File: src/rtl/core/rfcd_pkg.sv
// ============================================================================
// rfcd_pkg
// Shared types, codes and constants for the receive FIFO with control decode.
// ============================================================================
package rfcd_pkg;

    localparam int DEF_BUFFER_SIZE = 64;
    localparam int CFG_ADDR_W      = 4;
    localparam int CFG_DATA_W      = 32;

    localparam logic [6:0] CH_NUL  = 7'h00;
    localparam logic [6:0] CH_ETX  = 7'h03;
    localparam logic [6:0] CH_BS   = 7'h08;
    localparam logic [6:0] CH_LF   = 7'h0A;
    localparam logic [6:0] CH_CR   = 7'h0D;
    localparam logic [6:0] CH_SO   = 7'h0E;
    localparam logic [6:0] CH_SI   = 7'h0F;
    localparam logic [6:0] CH_DC1  = 7'h11;
    localparam logic [6:0] CH_DC3  = 7'h13;
    localparam logic [6:0] CH_CAN  = 7'h18;
    localparam logic [6:0] CH_ESC  = 7'h1B;
    localparam logic [6:0] CH_SEMI = 7'h3B;
    localparam logic [6:0] CH_DEL  = 7'h7F;

    typedef enum logic {
        OP_PUSH = 1'b0,
        OP_POP  = 1'b1
    } opcode_t;

    typedef enum logic [2:0] {
        ST_PUSHED  = 3'd0,
        ST_DROPPED = 3'd1,
        ST_CHAR    = 3'd2,
        ST_SIGNAL  = 3'd3,
        ST_EMPTY   = 3'd4
    } status_t;

    typedef enum logic [2:0] {
        SIG_NONE       = 3'd0,
        SIG_KILL       = 3'd1,
        SIG_PAUSE      = 3'd2,
        SIG_RESUME     = 3'd3,
        SIG_DELETE     = 3'd4,
        SIG_SHIFTOUT   = 3'd5,
        SIG_SHIFTIN    = 3'd6,
        SIG_WOULDBLOCK = 3'd7
    } signal_code_t;

    typedef enum logic [1:0] {
        REG_ECHO_ENABLE     = 2'd0,
        REG_CRLF_ENABLE     = 2'd1,
        REG_LINE_MODE       = 2'd2,
        REG_SEMICOLON_BREAK = 2'd3
    } reg_index_t;

    typedef enum logic [1:0] {
        KIND_PUSHED  = 2'd0,
        KIND_DROPPED = 2'd1,
        KIND_EMPTY   = 2'd2,
        KIND_DATA    = 2'd3
    } entry_kind_t;

    typedef struct packed {
        entry_kind_t kind;
        logic [6:0]  data;
    } queue_entry_t;

    typedef struct packed {
        logic echo_enable;
        logic crlf_enable;
        logic line_mode;
        logic semicolon_break;
    } cfg_t;

    function automatic signal_code_t classify(input logic [6:0] ch);
        signal_code_t sig;
        case (ch)
            CH_ETX, CH_CAN, CH_ESC: sig = SIG_KILL;
            CH_DC3:                 sig = SIG_PAUSE;
            CH_DC1:                 sig = SIG_RESUME;
            CH_BS, CH_DEL:          sig = SIG_DELETE;
            CH_SO:                  sig = SIG_SHIFTOUT;
            CH_SI:                  sig = SIG_SHIFTIN;
            default:                sig = SIG_NONE;
        endcase
        return sig;
    endfunction

endpackage

File: src/rtl/core/rfcd_if.sv
// ============================================================================
// rfcd_if
// Command and result channels of the receive FIFO with control decode.
// ============================================================================
interface rfcd_in_if;
    logic       valid;
    logic       ready;
    logic       opcode;
    logic [7:0] rx_char;

    modport source (output valid, output opcode, output rx_char, input ready);
    modport sink   (input valid, input opcode, input rx_char, output ready);
endinterface

interface rfcd_out_if;
    logic       valid;
    logic       ready;
    logic [2:0] status;
    logic [6:0] char_out;
    logic [2:0] signal_code;
    logic       echo_valid;
    logic [6:0] echo_char;
    logic       echo_add_cr;

    modport source (output valid, output status, output char_out, output signal_code,
                    output echo_valid, output echo_char, output echo_add_cr,
                    input ready);
    modport sink   (input valid, input status, input char_out, input signal_code,
                    input echo_valid, input echo_char, input echo_add_cr,
                    output ready);
endinterface

File: src/rtl/core/rfcd_ram.sv
// ============================================================================
// rfcd_ram
// Generic single-write, single-read RAM with registered read data.
// ============================================================================
module rfcd_ram #(
    parameter int WIDTH = 8,
    parameter int DEPTH = 64
) (
    input  logic                     clk,
    input  logic                     we,
    input  logic [$clog2(DEPTH)-1:0] waddr,
    input  logic [WIDTH-1:0]         wdata,
    input  logic                     re,
    input  logic [$clog2(DEPTH)-1:0] raddr,
    output logic [WIDTH-1:0]         rdata
);

    logic [WIDTH-1:0] mem [DEPTH];
    logic [WIDTH-1:0] rdata_reg;

    always_ff @(posedge clk)
    begin
        if (we)
        begin
            mem[waddr] <= wdata;
        end
        if (re)
        begin
            rdata_reg <= mem[raddr];
        end
    end

    assign rdata = rdata_reg;

endmodule

File: src/rtl/core/rfcd_front.sv
// ============================================================================
// rfcd_front
// Accepts push and pop commands, keeps the ring indexes and the byte memory,
// and hands one tagged entry per command to the decode queue.
// ============================================================================
module rfcd_front
    import rfcd_pkg::*;
#(
    parameter int BUFFER_SIZE = DEF_BUFFER_SIZE
) (
    input  logic         clk,
    input  logic         rst_n,
    rfcd_in_if.sink      cmd,
    output logic         q_valid,
    output queue_entry_t q_entry,
    input  logic         q_ready
);

    localparam int IDX_W = $clog2(BUFFER_SIZE);
    localparam logic [IDX_W-1:0] LAST_SLOT = IDX_W'(BUFFER_SIZE - 1);

    logic [IDX_W-1:0] wr_idx_reg, wr_idx_next;
    logic [IDX_W-1:0] rd_idx_reg, rd_idx_next;
    logic [IDX_W-1:0] wr_slot_next, rd_slot_next;
    logic             s1_valid_reg, s1_valid_next;
    entry_kind_t      s1_kind_reg, s1_kind_next;
    logic             accept, full, empty;
    logic             ram_we, ram_re;
    logic [7:0]       ram_rdata;

    assign wr_slot_next = (wr_idx_reg == LAST_SLOT) ? '0 : wr_idx_reg + 1'b1;
    assign rd_slot_next = (rd_idx_reg == LAST_SLOT) ? '0 : rd_idx_reg + 1'b1;
    assign full         = (wr_slot_next == rd_idx_reg);
    assign empty        = (wr_idx_reg == rd_idx_reg);

    // The stage register frees up in the same cycle that the queue takes it.
    assign cmd.ready = !s1_valid_reg || q_ready;
    assign accept    = cmd.valid && cmd.ready;

    always_comb
    begin
        wr_idx_next   = wr_idx_reg;
        rd_idx_next   = rd_idx_reg;
        ram_we        = 1'b0;
        ram_re        = 1'b0;
        s1_valid_next = s1_valid_reg && !q_ready;
        s1_kind_next  = s1_kind_reg;
        if (accept)
        begin
            s1_valid_next = 1'b1;
            if (opcode_t'(cmd.opcode) == OP_PUSH)
            begin
                if (full)
                begin
                    s1_kind_next = KIND_DROPPED;
                end
                else
                begin
                    s1_kind_next = KIND_PUSHED;
                    ram_we       = 1'b1;
                    wr_idx_next  = wr_slot_next;
                end
            end
            else
            begin
                if (empty)
                begin
                    s1_kind_next = KIND_EMPTY;
                end
                else
                begin
                    s1_kind_next = KIND_DATA;
                    ram_re       = 1'b1;
                    rd_idx_next  = rd_slot_next;
                end
            end
        end
    end

    always_ff @(posedge clk or negedge rst_n)
    begin
        if (!rst_n)
        begin
            wr_idx_reg   <= '0;
            rd_idx_reg   <= '0;
            s1_valid_reg <= 1'b0;
            s1_kind_reg  <= KIND_PUSHED;
        end
        else
        begin
            wr_idx_reg   <= wr_idx_next;
            rd_idx_reg   <= rd_idx_next;
            s1_valid_reg <= s1_valid_next;
            s1_kind_reg  <= s1_kind_next;
        end
    end

    rfcd_ram #(
        .WIDTH (8),
        .DEPTH (BUFFER_SIZE)
    ) u_ram (
        .clk   (clk),
        .we    (ram_we),
        .waddr (wr_idx_reg),
        .wdata (cmd.rx_char),
        .re    (ram_re),
        .raddr (rd_idx_reg),
        .rdata (ram_rdata)
    );

    assign q_valid      = s1_valid_reg;
    assign q_entry.kind = s1_kind_reg;
    assign q_entry.data = ram_rdata[6:0];

endmodule

File: src/rtl/core/rfcd_queue.sv
// ============================================================================
// rfcd_queue
// Two-entry queue that decouples the ring front from the decode back end.
// ============================================================================
module rfcd_queue
    import rfcd_pkg::*;
(
    input  logic         clk,
    input  logic         rst_n,
    input  logic         push_valid,
    input  queue_entry_t push_entry,
    output logic         push_ready,
    output logic         pop_valid,
    output queue_entry_t pop_entry,
    input  logic         pop_ready
);

    queue_entry_t slot_reg [2];
    logic         wr_ptr_reg, wr_ptr_next;
    logic         rd_ptr_reg, rd_ptr_next;
    logic [1:0]   count_reg, count_next;
    logic         do_push, do_pop;

    assign push_ready = (count_reg != 2'd2);
    assign pop_valid  = (count_reg != 2'd0);
    assign pop_entry  = slot_reg[rd_ptr_reg];
    assign do_push    = push_valid && push_ready;
    assign do_pop     = pop_valid && pop_ready;

    always_comb
    begin
        wr_ptr_next = do_push ? !wr_ptr_reg : wr_ptr_reg;
        rd_ptr_next = do_pop ? !rd_ptr_reg : rd_ptr_reg;
        count_next  = count_reg + {1'b0, do_push} - {1'b0, do_pop};
    end

    always_ff @(posedge clk)
    begin
        if (do_push)
        begin
            slot_reg[wr_ptr_reg] <= push_entry;
        end
    end

    always_ff @(posedge clk or negedge rst_n)
    begin
        if (!rst_n)
        begin
            wr_ptr_reg <= 1'b0;
            rd_ptr_reg <= 1'b0;
            count_reg  <= 2'd0;
        end
        else
        begin
            wr_ptr_reg <= wr_ptr_next;
            rd_ptr_reg <= rd_ptr_next;
            count_reg  <= count_next;
        end
    end

endmodule

File: src/rtl/core/rfcd_back.sv
// ============================================================================
// rfcd_back
// Decodes queued entries into status, signal, translated character and echo,
// and holds the result in an output register.
// ============================================================================
module rfcd_back
    import rfcd_pkg::*;
(
    input  logic         clk,
    input  logic         rst_n,
    input  cfg_t         cfg,
    input  logic         q_valid,
    input  queue_entry_t q_entry,
    output logic         q_ready,
    rfcd_out_if.source   res
);

    logic         out_valid_reg, out_valid_next;
    status_t      status_reg, status_next;
    logic [6:0]   char_reg, char_next;
    signal_code_t sig_reg, sig_next;
    logic         echo_valid_reg, echo_valid_next;
    logic [6:0]   echo_char_reg, echo_char_next;
    logic         echo_cr_reg, echo_cr_next;
    signal_code_t sig_dec;
    logic [6:0]   ch_xlat;
    logic         take;

    assign q_ready = !out_valid_reg || res.ready;
    assign take    = q_valid && q_ready;
    assign sig_dec = classify(q_entry.data);

    always_comb
    begin
        ch_xlat = q_entry.data;
        if (cfg.line_mode && (q_entry.data == CH_NUL || q_entry.data == CH_CR ||
                              q_entry.data == CH_LF))
        begin
            ch_xlat = CH_LF;
        end
        else if (cfg.line_mode && cfg.semicolon_break && q_entry.data == CH_SEMI)
        begin
            ch_xlat = CH_LF;
        end
    end

    always_comb
    begin
        status_next     = ST_PUSHED;
        char_next       = '0;
        sig_next        = SIG_NONE;
        echo_valid_next = 1'b0;
        echo_char_next  = '0;
        echo_cr_next    = 1'b0;
        case (q_entry.kind)
            KIND_PUSHED:  status_next = ST_PUSHED;
            KIND_DROPPED: status_next = ST_DROPPED;
            KIND_EMPTY:
            begin
                status_next = ST_EMPTY;
                sig_next    = SIG_WOULDBLOCK;
            end
            KIND_DATA:
            begin
                if (sig_dec != SIG_NONE)
                begin
                    status_next = ST_SIGNAL;
                    sig_next    = sig_dec;
                end
                else
                begin
                    status_next = ST_CHAR;
                    char_next   = ch_xlat;
                    if (cfg.echo_enable)
                    begin
                        echo_valid_next = 1'b1;
                        echo_char_next  = ch_xlat;
                        echo_cr_next    = cfg.crlf_enable && (ch_xlat == CH_LF);
                    end
                end
            end
            default: status_next = ST_PUSHED;
        endcase
        out_valid_next = take || (out_valid_reg && !res.ready);
    end

    always_ff @(posedge clk)
    begin
        if (take)
        begin
            status_reg     <= status_next;
            char_reg       <= char_next;
            sig_reg        <= sig_next;
            echo_valid_reg <= echo_valid_next;
            echo_char_reg  <= echo_char_next;
            echo_cr_reg    <= echo_cr_next;
        end
    end

    always_ff @(posedge clk or negedge rst_n)
    begin
        if (!rst_n)
        begin
            out_valid_reg <= 1'b0;
        end
        else
        begin
            out_valid_reg <= out_valid_next;
        end
    end

    assign res.valid       = out_valid_reg;
    assign res.status      = status_reg;
    assign res.char_out    = char_reg;
    assign res.signal_code = sig_reg;
    assign res.echo_valid  = echo_valid_reg;
    assign res.echo_char   = echo_char_reg;
    assign res.echo_add_cr = echo_cr_reg;

endmodule

File: src/rtl/core/rx_fifo_control_char_decoder_unit.sv
// ============================================================================
// rx_fifo_control_char_decoder_unit
// Receive FIFO with control-character decode: a ring of received bytes with
// push and pop commands, where each pop is classified, translated and echoed.
//
//   Channel  Dir  Handshake            Carries
//   cmd      in   valid/ready          opcode, rx_char
//   res      out  valid/ready          status, char_out, signal_code,
//                                      echo_valid, echo_char, echo_add_cr
//   apb      in   psel/penable/pready  configuration registers 0 to 3
//
// One command is taken per cycle unless the queue stalls the front; its result
// passes through the ring memory read, a queue slot and then the output
// register. The two-entry queue lets the ring side keep accepting while the
// result side stalls. Reset clears the ring indexes, the queue and the
// output register; configuration returns to echo on, everything else off.
// ============================================================================
module rx_fifo_control_char_decoder_unit
    import rfcd_pkg::*;
#(
    parameter int BUFFER_SIZE = DEF_BUFFER_SIZE
) (
    input  logic                  clk,
    input  logic                  rst_n,
    rfcd_in_if.sink               cmd,
    rfcd_out_if.source            res,
    input  logic                  psel,
    input  logic                  penable,
    input  logic                  pwrite,
    input  logic [CFG_ADDR_W-1:0] paddr,
    input  logic [CFG_DATA_W-1:0] pwdata,
    output logic [CFG_DATA_W-1:0] prdata,
    output logic                  pready
);

    cfg_t         cfg_reg, cfg_next;
    reg_index_t   reg_idx;
    logic         cfg_write;
    logic         rd_bit;
    logic         fq_valid, fq_ready;
    queue_entry_t fq_entry;
    logic         qb_valid, qb_ready;
    queue_entry_t qb_entry;

    assign pready    = 1'b1;
    assign reg_idx   = reg_index_t'(paddr[CFG_ADDR_W-1:2]);
    assign cfg_write = psel && penable && pwrite && pready;

    always_comb
    begin
        cfg_next = cfg_reg;
        if (cfg_write)
        begin
            case (reg_idx)
                REG_ECHO_ENABLE:     cfg_next.echo_enable     = pwdata[0];
                REG_CRLF_ENABLE:     cfg_next.crlf_enable     = pwdata[0];
                REG_LINE_MODE:       cfg_next.line_mode       = pwdata[0];
                REG_SEMICOLON_BREAK: cfg_next.semicolon_break = pwdata[0];
                default:             cfg_next = cfg_reg;
            endcase
        end
    end

    always_comb
    begin
        case (reg_idx)
            REG_ECHO_ENABLE:     rd_bit = cfg_reg.echo_enable;
            REG_CRLF_ENABLE:     rd_bit = cfg_reg.crlf_enable;
            REG_LINE_MODE:       rd_bit = cfg_reg.line_mode;
            REG_SEMICOLON_BREAK: rd_bit = cfg_reg.semicolon_break;
            default:             rd_bit = 1'b0;
        endcase
    end

    assign prdata = {{(CFG_DATA_W-1){1'b0}}, rd_bit};

    always_ff @(posedge clk or negedge rst_n)
    begin
        if (!rst_n)
        begin
            cfg_reg <= '{echo_enable: 1'b1, crlf_enable: 1'b0,
                         line_mode: 1'b0, semicolon_break: 1'b0};
        end
        else
        begin
            cfg_reg <= cfg_next;
        end
    end

    rfcd_front #(
        .BUFFER_SIZE (BUFFER_SIZE)
    ) u_front (
        .clk     (clk),
        .rst_n   (rst_n),
        .cmd     (cmd),
        .q_valid (fq_valid),
        .q_entry (fq_entry),
        .q_ready (fq_ready)
    );

    rfcd_queue u_queue (
        .clk        (clk),
        .rst_n      (rst_n),
        .push_valid (fq_valid),
        .push_entry (fq_entry),
        .push_ready (fq_ready),
        .pop_valid  (qb_valid),
        .pop_entry  (qb_entry),
        .pop_ready  (qb_ready)
    );

    rfcd_back u_back (
        .clk     (clk),
        .rst_n   (rst_n),
        .cfg     (cfg_reg),
        .q_valid (qb_valid),
        .q_entry (qb_entry),
        .q_ready (qb_ready),
        .res     (res)
    );

    a_empty_wouldblock: assert property (@(posedge clk) disable iff (!rst_n)
        (res.valid && res.status == ST_EMPTY) |-> (res.signal_code == SIG_WOULDBLOCK))
        else $error("Empty pop without wouldblock signal.");

    a_echo_matches: assert property (@(posedge clk) disable iff (!rst_n)
        (res.valid && res.echo_valid) |->
            (res.status == ST_CHAR && res.echo_char == res.char_out))
        else $error("Echo does not match returned character.");

    a_cr_only_after_lf: assert property (@(posedge clk) disable iff (!rst_n)
        (res.valid && res.echo_add_cr) |-> (res.echo_valid && res.echo_char == CH_LF))
        else $error("Carriage return added to something other than an echoed line feed.");

    a_signal_status: assert property (@(posedge clk) disable iff (!rst_n)
        (res.valid && res.status == ST_SIGNAL) |->
            (res.signal_code != SIG_NONE && res.signal_code != SIG_WOULDBLOCK))
        else $error("Control status without a control signal.");

endmodule

File: src/flat_wrapper.sv
// flat-port wrapper written by rule: the top's interface ports become plain ports
module rx_fifo_control_char_decoder_unit_flat import rfcd_pkg::*;
#(
    parameter int BUFFER_SIZE = DEF_BUFFER_SIZE
)
  (clk, rst_n, psel, penable, pwrite, paddr, pwdata, prdata, pready, cmd_valid, cmd_opcode, cmd_rx_char, cmd_ready, res_valid, res_status, res_char_out, res_signal_code, res_echo_valid, res_echo_char, res_echo_add_cr, res_ready);
  rfcd_in_if cmd_i ();
  rfcd_out_if res_i ();
  input  logic clk;
  input  logic rst_n;
  input  logic psel;
  input  logic penable;
  input  logic pwrite;
  input  logic [CFG_ADDR_W-1:0] paddr;
  input  logic [CFG_DATA_W-1:0] pwdata;
  output logic [CFG_DATA_W-1:0] prdata;
  output logic pready;
  input wire logic [$bits(cmd_i.valid)-1:0] cmd_valid;
  input wire logic [$bits(cmd_i.opcode)-1:0] cmd_opcode;
  input wire logic [$bits(cmd_i.rx_char)-1:0] cmd_rx_char;
  output wire logic [$bits(cmd_i.ready)-1:0] cmd_ready;
  output wire logic [$bits(res_i.valid)-1:0] res_valid;
  output wire logic [$bits(res_i.status)-1:0] res_status;
  output wire logic [$bits(res_i.char_out)-1:0] res_char_out;
  output wire logic [$bits(res_i.signal_code)-1:0] res_signal_code;
  output wire logic [$bits(res_i.echo_valid)-1:0] res_echo_valid;
  output wire logic [$bits(res_i.echo_char)-1:0] res_echo_char;
  output wire logic [$bits(res_i.echo_add_cr)-1:0] res_echo_add_cr;
  input wire logic [$bits(res_i.ready)-1:0] res_ready;
  assign cmd_i.valid = cmd_valid;
  assign cmd_i.opcode = cmd_opcode;
  assign cmd_i.rx_char = cmd_rx_char;
  assign cmd_ready = cmd_i.ready;
  assign res_valid = res_i.valid;
  assign res_status = res_i.status;
  assign res_char_out = res_i.char_out;
  assign res_signal_code = res_i.signal_code;
  assign res_echo_valid = res_i.echo_valid;
  assign res_echo_char = res_i.echo_char;
  assign res_echo_add_cr = res_i.echo_add_cr;
  assign res_i.ready = res_ready;
  rx_fifo_control_char_decoder_unit #(.BUFFER_SIZE(BUFFER_SIZE)) u_core (.clk(clk), .rst_n(rst_n), .cmd(cmd_i), .res(res_i), .psel(psel), .penable(penable), .pwrite(pwrite), .paddr(paddr), .pwdata(pwdata), .prdata(prdata), .pready(pready));
endmodule
File: config.mk
export PLATFORM = sky130hd
export DESIGN_NAME = rx_fifo_control_char_decoder_unit_flat
export DESIGN_NICKNAME = d
export VERILOG_FILES = /design/src/rtl/core/rfcd_pkg.sv /design/src/rtl/core/rfcd_if.sv /design/src/rtl/core/rfcd_ram.sv /design/src/rtl/core/rfcd_front.sv /design/src/rtl/core/rfcd_queue.sv /design/src/rtl/core/rfcd_back.sv /design/src/rtl/core/rx_fifo_control_char_decoder_unit.sv /design/src/flat_wrapper.sv
export SDC_FILE = /design/constraint.sdc
export NUM_CORES = 1
export LEC_CHECK = 0
export BUFFER_PORTS_ARGS = -buffer_cell sky130_fd_sc_hd__clkbuf_2
export CORE_MARGIN = 2
export CORE_UTILIZATION = 45
export CTS_BUF_LIST = sky130_fd_sc_hd__clkbuf_4 sky130_fd_sc_hd__clkbuf_8
export DETAILED_ROUTE_END_ITERATION = 10
export PLACE_DENSITY = 0.63
export SYNTH_ARGS = -nofsm -noshare
export SYNTH_HDL_FRONTEND = slang
export SYNTH_HIERARCHICAL = 1
export SYNTH_SLANG_ARGS = --single-unit
File: constraint.sdc
create_clock -name clk -period 4.03 [get_ports clk]
set_clock_uncertainty 0.2 [all_clocks]
set_input_delay 0.403 -clock clk [delete_from_list [all_inputs] [get_ports clk]]
set_output_delay 0.403 -clock clk [all_outputs]
set_load 0.02 [all_outputs]
* Word level (Yosys, flattened, before mapping)
Memory sizes are Yosys's and may differ from the RTL's. A register that Yosys moved wholly into a read port is not among the register bits.
Cells that the tools add are included.
** Storage, ports and cells
- Register bits after elaboration :: 46
- Memories :: 2
- Bits of input ports :: 52
- RAM bits :: 530
- Word-level logic and storage cells :: 115
- Output and inout port bits :: 57
** Memory list
- u_core.u_front.u_ram.mem :: words 64, bits a word 8, rd ports 1, clocked after Yosys merged registers in 1, write ports 1, RTL line rfcd_ram.sv:18 : logic [WIDTH-1:0] mem [DEPTH];
- u_core.u_queue.slot_reg :: words 2, bits a word 9, rd ports 1, clocked after Yosys merged registers in 0, write ports 1, RTL line rfcd_queue.sv:18 : queue_entry_t slot_reg [2];
** Operators by class
- Reductions and logical operators :: 37
- Bitwise operators :: 5
- $add $sub $neg :: 4
- Muxes and demuxes :: 25
- Equal/unequal tests :: 24
** Operators with widths (number)
- $eq 7x4->1 const B :: 6
- $eq 7x5->1 const B :: 4
- $pmux 3 s6 :: 1
- $mux 1 :: 15
- $mux 7 :: 2
- $add 6x1->6 const B :: 2
- $eq 6x6->1 :: 2
- $eq 6x6->1 const B :: 2
- $mux 6 :: 2
- $pmux 3 s4 :: 1
- $logic_and 1x1->1 :: 11
- $eq 2x2->1 const B :: 4
- $reduce_and 2->1 :: 4
- $eq 7x2->1 const B :: 1
- $eq 7x6->1 const B :: 1
- $eq 7x7->1 const B :: 1
- $logic_not 7->1 :: 1
- $logic_not 1->1 :: 6
- $pmux 3 s2 :: 1
- $reduce_and 3->1 :: 2
- $reduce_or 3->1 :: 2
- $logic_or 1x1->1 :: 5
- $not 1->1 :: 5
- $eq 2x1->1 const B :: 2
- 10 further kinds :: 12

* Logic depth before layout (Yosys ltp)
Gate-level depths: netlist of run 1.
- Depth in word-level cells :: 8
- Gate-level depth with buffers :: 10
- Gate-level depth less buffers :: 9

* By module
Netlist of run 1, hierarchy kept.
** Modules (own cells, without submodules)
- rfcd_ram :: sequential area each 15615.0 um^2, times used 1, area each 20246.9 um^2, cells an instance 940
- rfcd_back :: sequential area each 685.7 um^2, times used 1, area each 1198.6 um^2, cells an instance 100
- rfcd_front :: sequential area each 375.4 um^2, times used 1, area each 1024.7 um^2, cells an instance 107
- rfcd_queue :: sequential area each 640.6 um^2, times used 1, area each 845.8 um^2, cells an instance 45
- rx_fifo_control_char_decoder_unit :: sequential area each 101.3 um^2, times used 1, area each 461.7 um^2, cells an instance 51

* Worst setup path after synthesis of run 1
Ideal clock, no wire load.
- Path kind :: register to register
- Start :: reg u_core.u_front.wr_idx_reg[0]
- End :: mem u_core.u_front.u_ram.mem[62][0], enable pin
- Period minus slack after synthesis :: 2996 ps
- Data arrival time :: 2425 ps
- Data required time :: 3460 ps
- Library setup time :: 370 ps
- Buffers on the path :: 1
- Setup slack :: 1034 ps
- Cell stages (with the launch flop) :: 11
- Path through :: dfrtp_1 ha_1 and3_1 buf_6 a31oi_1 mux2i_1 nand4_2 and2_4 nor2b_1 nand3_1 nor2_1
** Between the ends
- Cells in the longest elaborated chain, start to end :: 8
- Elaborated cells on any way between the ends :: 9
- Those cells by class :: add/sub (1); eq/ne (2); mux (6)
** RTL lines
- start: declaration :: RTL line rfcd_front.sv:22 : logic [IDX_W-1:0] wr_idx_reg, wr_idx_next;
- start signal: assignment :: RTL line rfcd_front.sv:91 : wr_idx_reg <= wr_idx_next;
- $add 6x1->6 / $eq 6x6->1 (equally long branches) :: RTL line rfcd_front.sv:31 : assign wr_slot_next = (wr_idx_reg == LAST_SLOT) ? '0 : wr_idx_reg + 1'b1;
- $mux 6 * :: RTL line rfcd_front.sv:31
- $eq 6x6->1 * :: RTL line rfcd_front.sv:33 : assign full = (wr_slot_next == rd_idx_reg);
- $mux 1 * :: RTL line rfcd_front.sv:53 : if (full)
- $mux 1 * :: RTL line rfcd_front.sv:51 : if (opcode_t'(cmd.opcode) == OP_PUSH)
- $mux 1 * :: RTL line rfcd_front.sv:48 : if (accept)
- named net u_core.u_front.ram_we :: RTL line rfcd_front.sv:28 : logic ram_we, ram_re;
- $mux 1 * :: RTL line rfcd_ram.sv:23 : if (we)
- $mux 1 (implied by the code) * :: RTL line rfcd_ram.sv:25 : mem[waddr] <= wdata;
- end: declaration :: RTL line rfcd_ram.sv:18
Mark *: on every way through the listed nets, which the timed path passes. The rest lies on a longest branch.

* Final worst setup path of run 1
- Start :: reg u_core.u_front.wr_idx_reg[4]
- End :: mem u_core.u_front.u_ram.mem[58][0], enable pin
The elaborated chain is that of the path after synthesis.

==> impl_metrics.csv, run 1 <==
group,metric,value,unit
floorplanning,core-area,46700,um^2
cells_and_area,fillers,3794,
yosys,syn_inst,1149,
worst_setup_path,required,4.09,ns
worst_setup_path,crit_chain,"nand3_4, nor4_1, nor4_2, nand4_2, and2_4, nor2b_1, nand2_1, buf_4, nor2_1",
power,leakagePower,8.07,nW
detailed_routing,ant_nets,0,
floorplanning,initial_core_util,45.8,%
worst_setup_path,critical_path.top_delay_family,"simple AND/OR/NAND/NOR gates",
worst_setup_path,critical_path_class,"reg2reg",
clocking,clock_latency,0.65,ns
sta,min_period,3.62,ns
power,ir_drop,0.341,mV
clocking,postCtsResizedCells,0,
worst_setup_path,max_stage_delay,0.80,ns
cells_and_area,largest_register_ffs,448,
detailed_routing,viasPerCell,5.56,
place,hpwl,28.1,mm
yosys,avgSynthCellArea,18.6,um^2
worst_hold_path,hp-class,"in2reg",
detailed_routing,drc,0,
place,io_buffers,42,
cells_and_area,syn_to_final_growth,13.5,%
worst_setup_path,cp-end-kind,"register",
worst_setup_path,cp-start-kind,"register",
worst_setup_path,arrival,3.68,ns
sta,finalCritPeriodShare,89.8,%
global_routing,antenna_found_initial,0,
place,place_congestion,0.810,
detailed_routing,drt-initial-drc-count,902,
sta,slew_headroom,23.3,%
global_routing,grt_first_pass_wirelength,68.5,mm
global_routing,grt_pass1_vias,11300,
power,power_density,658,nW/um^2
cells_and_area,multi_input_area,5340,um^2
worst_setup_path,slowest_stage,"dfrtp_1",
clocking,clk_pin_slew,0.06,ns
detailed_routing,met2_length,21.3,mm
detailed_routing,routed.top_layer,"met4",
worst_setup_path,crit_fanout,15,
cells_and_area,seq_area,15500,um^2
worst_hold_path,hp-start,"pwrite",
clocking,htreeDepth,3,
clocking,cts_made_buffers,84,
global_routing,grt_overflow,0,
cells_and_area,drive_gt1_share,30.5,%
status,status,"finished clean",
detailed_routing,routedWlPerCell,22.8,um
clocking,cts_max_path_buffers,3,
clocking,tritoncts,"built",
run,maxCapViolations,0,
sta,rsz0062_at_grt,"false",
worst_setup_path,reg2reg_depth,9,
cells_and_area,nets,1364,
global_routing,grt_max_degree,74,
detailed_routing,wl_met3,3.28,mm
clocking,cts_root_buffer,"clkbuf_8",
worst_setup_path,reg2reg_to,"u_core/u_front/u_ram/mem[58][0]$_DFFE_PP_",
sta,setup_viol,0,
sta,drv_slew,0,
clocking,clock_sinks,519,
sta,fmax,0.276,GHz
detailed_routing,wl,45.1,mm
clocking,cts_hold_buf,11,
worst_hold_path,holdPathEnd,"u_core/cfg_reg[3]$_DFFE_PN1P_",
place,placed_area,22500,um^2
sta,tightest_slew,1.15,ns
worst_setup_path,crit_buf_inv,1,
worst_hold_path,hold_depth,4,
yosys,synth_area,21400,um^2
worst_setup_path,rr_startpoint,"u_core/u_front/wr_idx_reg[4]$_DFFE_PN0P_",
detailed_routing,m1WireLength,19.5,mm
yosys,synth-warning-count,6,
worst_setup_path,r2r_slack,0.41,ns
floorplanning,rows,79,
detailed_routing,dr.pass1.iters,7,
global_routing,grt_usage,18.6,%
floorplanning,die_x,222,um
detailed_routing,via_count,11000,
sta,fin_tns_setup,0,ns
floorplanning,die_h,222,um
floorplanning,dieArea,49200,um^2
sta,hold_violations,0,
clocking,cts_setup_buffers,0,
floorplanning,ios,109,
cells_and_area,stdcell_area,24200,um^2
tightest hold or removal path, stage by stage:
cell and delay, ns:
clkbuf_2 0.09, nand3_1 0.12, nor3_1 0.07, mux2_1 0.19
layout make-up:
class	instances	share of cell area (%)
multi-input cells	558	22.0
flip-flops and latches	519	63.9
clock inverters	36	0.842
well taps	607	3.13
inverters	7	0.108
repair buffers	138	4.11
clock buffers	116	5.89
diodes	1	0.0103
report_power, final:
group | total [mW] | internal (mW) | switching (mW)
Clock | 4.37 | 2.37 | 2.00
Combinational | 4.89 | 2.12 | 2.76
Sequential | 6.70 | 6.38 | 0.319
Total | 16.0 | 10.9 | 5.09
per-stage QoR:
stage	power [mW]	instances	utilization (%)	setup WS (ns)	hold slack [ns]
2_1_floorplan	10.3	1179	-	1.09	-0.0926
3_3_place_gp	11.7	1818	48.2	0.549	0.229
3_5_place_dp	11.7	1818	48.2	0.490	0.239
4_1_cts	16.1	1981	51.9	0.446	0.00732
5_1_grt	16.7	1981	51.9	0.205	0.0858
6_report	16.0	1982	51.9	0.411	0.0712
routing by layer:
| metal | track usage [%] | vias to the layer above |
|---|---|---|
| li1 | - | 4880 |
| met1 | 26.4 | 5666 |
| met2 | 28.7 | 406 |
| met3 | 3.99 | 65 |
| met4 | 6.91 | 0 |
| met5 | 0 | - |
cell usage in the layout, fill, tap and decap left out, types with 7 or more instances in the layout:
master and instances:
and3_1 12, nor2b_1 16, dfrtp_1 19, nor2_1 102, mux2_1 13, edfxtp_1 495, clkinv_2 18, conb_1 32
mux4_2 110, nand4_1 8, xnor2_1 16, dlygate4sd3_1 11, mux2_2 15, mux2i_1 24, nand2_1 32, clkbuf_2 42
nand3_1 24, clkbuf_4 27, buf_4 82, o21ai_0 7, clkinv_1 13, o22ai_1 9, a31oi_1 7, nor3_1 14
clkbuf_8 89, nand2b_1 14
worst max path at each step:
stage,start,endpoint,slack [ns],cells past startpoint
floorplan,u_core/u_front/wr_idx_reg[0]$_DFFE_PN0P_,u_core/u_front/u_ram/mem[62][0]$_DFFE_PP_,1.09,10
global placement,u_core/u_front/wr_idx_reg[4]$_DFFE_PN0P_,u_core/u_front/u_ram/mem[8][5]$_DFFE_PP_,0.55,9
detailed placement,u_core/u_front/wr_idx_reg[4]$_DFFE_PN0P_,u_core/u_front/u_ram/mem[58][0]$_DFFE_PP_,0.49,9
CTS,u_core/u_front/wr_idx_reg[4]$_DFFE_PN0P_,u_core/u_front/u_ram/mem[58][6]$_DFFE_PP_,0.45,9
global route,u_core/u_front/wr_idx_reg[4]$_DFFE_PN0P_,u_core/u_front/u_ram/mem[58][0]$_DFFE_PP_,0.20,9
finish,u_core/u_front/wr_idx_reg[4]$_DFFE_PN0P_,u_core/u_front/u_ram/mem[58][0]$_DFFE_PP_,0.41,9
Note: power is estimated with default switching activity, not from simulation.
==> inputs of run 2 (changes only) <==
Settings changed: PLACE_DENSITY 0.63 to 0.64, SYNTH_HIERARCHICAL 1 to unset.
==> impl_metrics.csv, run 2 <==
group,metric,value,unit
sta,tightest_slew,1.18,ns
yosys,yosysMostFrequentCell,"edfxtp_1",
power,p_switching,4.95,mW
power,leakagePower,7.61,nW
place,io_buffers,42,
worst_setup_path,crit_buf_inv,1,
cells_and_area,syn_to_final_growth,12.2,%
global_routing,grt_overflow,0,
yosys,synth_top_area_share,70.1,%
worst_setup_path,crit_chain,"nand2_1, or4_1, a31oi_2, a2111oi_4, a211o_2, buf_12, nor3_1",
power,p_int,10.9,mW
yosys,yosys.cell_types.count,64,
clocking,clk_pin_slew,0.06,ns
sta,setup_viol,0,
worst_setup_path,reg2reg_depth,7,
detailed_routing,wl,43.7,mm
floorplanning,die_x,221,um
global_routing,antenna_found_initial,0,
yosys,ys_seq_elements,519,
place,hpwl,27.0,mm
yosys,ys.flop_type,"edfxtp_1",
clocking,htreeDepth,3,
power,combPwrFrac,30.0,%
worst_setup_path,cp-end-kind,"register",
detailed_routing,viasPerCell,5.64,
detailed_routing,dr.pass1.iters,5,
yosys,avgSynthCellArea,20.0,um^2
detailed_routing,drt-initial-drc-count,1002,
clocking,cts_made_buffers,83,
power,power_density,666,nW/um^2
global_routing,grt_first_pass_wirelength,66.1,mm
clocking,clock_latency,0.63,ns
clocking,clock_sinks,519,
place,placed_area,22100,um^2
yosys,synth_commonest_cells,"495 x edfxtp_1, 141 x mux4_2, 55 x nor3_1, 35 x buf_4, 33 x nand2_1",
yosys,synth-edff-count,495,
worst_setup_path,reg2reg_to,"u_core.u_front.u_ram.mem[13][2]$_DFFE_PP_",
worst_setup_path,max_stage_delay,0.96,ns
floorplanning,ios,109,
global_routing,grt_max_degree,103,
yosys,yosysTopAreaCell,"edfxtp_1",
power,p_clk_share,27.7,%
sta,fmax,0.266,GHz
run,maxCapViolations,0,
place,place_congestion,0.870,
clocking,cts_setup_buffers,0,
clocking,cts_root_buffer,"clkbuf_8",
yosys,synth-warning-count,0,
detailed_routing,via_count,10400,
yosys,synth_area,21200,um^2
clocking,cts_max_path_buffers,3,
worst_setup_path,r2r_slack,0.27,ns
sta,hold_violations,0,
cells_and_area,most-common-layout-cells,"495 x edfxtp_1, 141 x mux4_2, 89 x clkbuf_8",
sta,min_period,3.76,ns
worst_setup_path,critical_path_class,"reg2reg",
worst_setup_path,slowest_stage,"nor3_1",
cells_and_area,stdcell_area,23800,um^2
sta,finalCritPeriodShare,93.4,%
worst_setup_path,arrival,3.79,ns
status,status,"finished clean",
cells_and_area,antenna-diode-count,0,
worst_setup_path,required,4.06,ns
cells_and_area,largest_register_ffs,448,
cells_and_area,drive_gt1_share,32.0,%
power,seq_power_share,42.3,%
yosys,yosys-top-cells-area,"edfxtp_1 70%, mux4_2 15%, dfrtp_1 2.7%",
yosys,synth-async-reset-ratio,4.62,%
worst_hold_path,hold_depth,4,
worst_hold_path,hp-class,"in2reg",
sta,drv_slew,0,
power,ir_drop,0.443,mV
detailed_routing,routedWlPerCell,23.8,um
floorplanning,core-area,46600,um^2
yosys,ys_seq_area_share,72.9,%
worst_hold_path,hp-start,"penable",
floorplanning,rows,79,
yosys,syn_inst,1063,
clocking,tritoncts,"built",
floorplanning,initial_core_util,45.6,%
cells_and_area,nets,1227,
power,switching_share,31.2,%
worst_setup_path,critical_path.top_delay_family,"simple AND/OR/NAND/NOR gates",
sta,rsz0062_at_grt,"false",
floorplanning,dieArea,48900,um^2
worst_hold_path,holdPathEnd,"u_core.cfg_reg[2]$_DFFE_PN0P_",
sta,final.setup.worst_slack,0.266,ns
clocking,postCtsResizedCells,0,
detailed_routing,drc,0,
sta,slew_headroom,20.8,%
cells_and_area,layout.cells.most_common,"edfxtp_1",
worst_setup_path,crit_fanout,38,
global_routing,grt_usage,18.0,%
floorplanning,die_h,221,um
sta,fin_tns_setup,0,ns
place,place_ws,0.267,ns
worst_setup_path,rr_startpoint,"u_core.u_front.wr_idx_reg[2]$_DFFE_PN0P_",
global_routing,grt_pass1_vias,10500,
detailed_routing,ant_nets,0,
worst_setup_path,cp-start-kind,"register",
==> run 2: changes by cell type in the layout (fill, tap and decap cells not counted), moves of 14 or more <==
| cell | delta |
|---|---|
| buf_4 | -51 |
| nor3_2 | +17 |
| mux2i_1 | -14 |
| nor2_1 | -79 |
| mux4_2 | +31 |
| nor3_1 | +41 |
==> run 2: worst max path at each step <==
| stage | endpoint | cells past startpoint | startpoint |
|---|---|---|---|
| 2_1_floorplan | u_core.u_front.u_ram.mem[13][0]$_DFFE_PP_ | 7 | u_core.u_front.rd_idx_reg[0]$_DFFE_PN0P_ |
| 3_3_place_gp | u_core.u_front.u_ram.mem[6][3]$_DFFE_PP_ | 7 | u_core.u_front.wr_idx_reg[2]$_DFFE_PN0P_ |
| 3_5_place_dp | u_core.u_front.u_ram.mem[16][4]$_DFFE_PP_ | 7 | u_core.u_front.wr_idx_reg[2]$_DFFE_PN0P_ |
| 4_1_cts | u_core.u_front.u_ram.mem[16][5]$_DFFE_PP_ | 7 | u_core.u_front.wr_idx_reg[2]$_DFFE_PN0P_ |
| 5_1_grt | u_core.u_front.u_ram.mem[4][1]$_DFFE_PP_ | 7 | u_core.u_front.wr_idx_reg[2]$_DFFE_PN0P_ |
| 6_report | u_core.u_front.u_ram.mem[13][2]$_DFFE_PP_ | 7 | u_core.u_front.wr_idx_reg[2]$_DFFE_PN0P_ |
==> run 2: what timing repair did <==
action	in CTS	in global routing
setup endpoints to repair	0	0
hold buffers	8	0
endpoints found under the hold margin	30	0
==> run 2: per-layer routing <==
layer / routed length (um) / up-vias / share of wire (%) / track usage (%)
met2: 21600 / 342 / 49 / 29.0
li1: - / 4560 / - / -
met5: 0 / - / 0 / 0
met1: 18900 / 5412 / 43 / 25.0
met3: 2530 / 67 / 5.8 / 3.86
met4: 733 / 0 / 1.7 / 4.78
==> run 2: cell families after synthesis <==
logic type               after synthesis  share of synthesized area, %
buffers and inverters                101                          2.66
other                                  2                        0.0354
adder cells (fa/ha/maj)                4                         0.236
XOR/XNOR                              18                         0.743
multiplexers                         159                          15.9
AO/OA/AOI/OAI                         62                          2.16
flip-flops                           519                          72.9
AND/OR/NAND/NOR                      198                          5.37
==> run 2: worst reg2reg max path, delay by kind of cell (launching register included) <==
kind | cells | cell delay, ns
AND/OR/NAND/NOR | 3 | 1.55
AO/OA/AOI/OAI | 3 | 0.78
flip-flops | 1 | 0.65
buffers and inverters | 1 | 0.19
==> run 2: stage by stage <==
step	hold WS, ns	power [mW]	std cells	utilization [%]
after CTS	0.0108	16.0	1840	51.1
after detailed placement	0.234	11.6	1685	47.4
after global placement	0.225	11.5	1685	47.4
final	0.0622	15.9	1840	51.1
after global routing	0.0569	16.5	1840	51.1
after floorplan	-0.0926	10.1	1093	-
==> run 2: area by class of cell <==
class | count | area (um^2)
well taps | 607 | 759
repair buffers | 85 | 603
fillers | 3718 | 22800
inverters | 9 | 33.8
clock buffers | 117 | 1440
clock inverters | 30 | 189
multi-input cells | 473 | 5300
flip-flops and latches | 519 | 15500
==> run 2: power by group through the flow <==
stage / Clock [mW] / Combinational (mW) / Sequential (mW)
6_report: 4.39 / 4.76 / 6.70
3_3_place_gp: 0 / 4.74 / 6.79
4_1_cts: 4.49 / 4.80 / 6.70
3_5_place_dp: 0 / 4.78 / 6.81
2_1_floorplan: 0 / 3.37 / 6.75
5_1_grt: 4.72 / 5.06 / 6.74
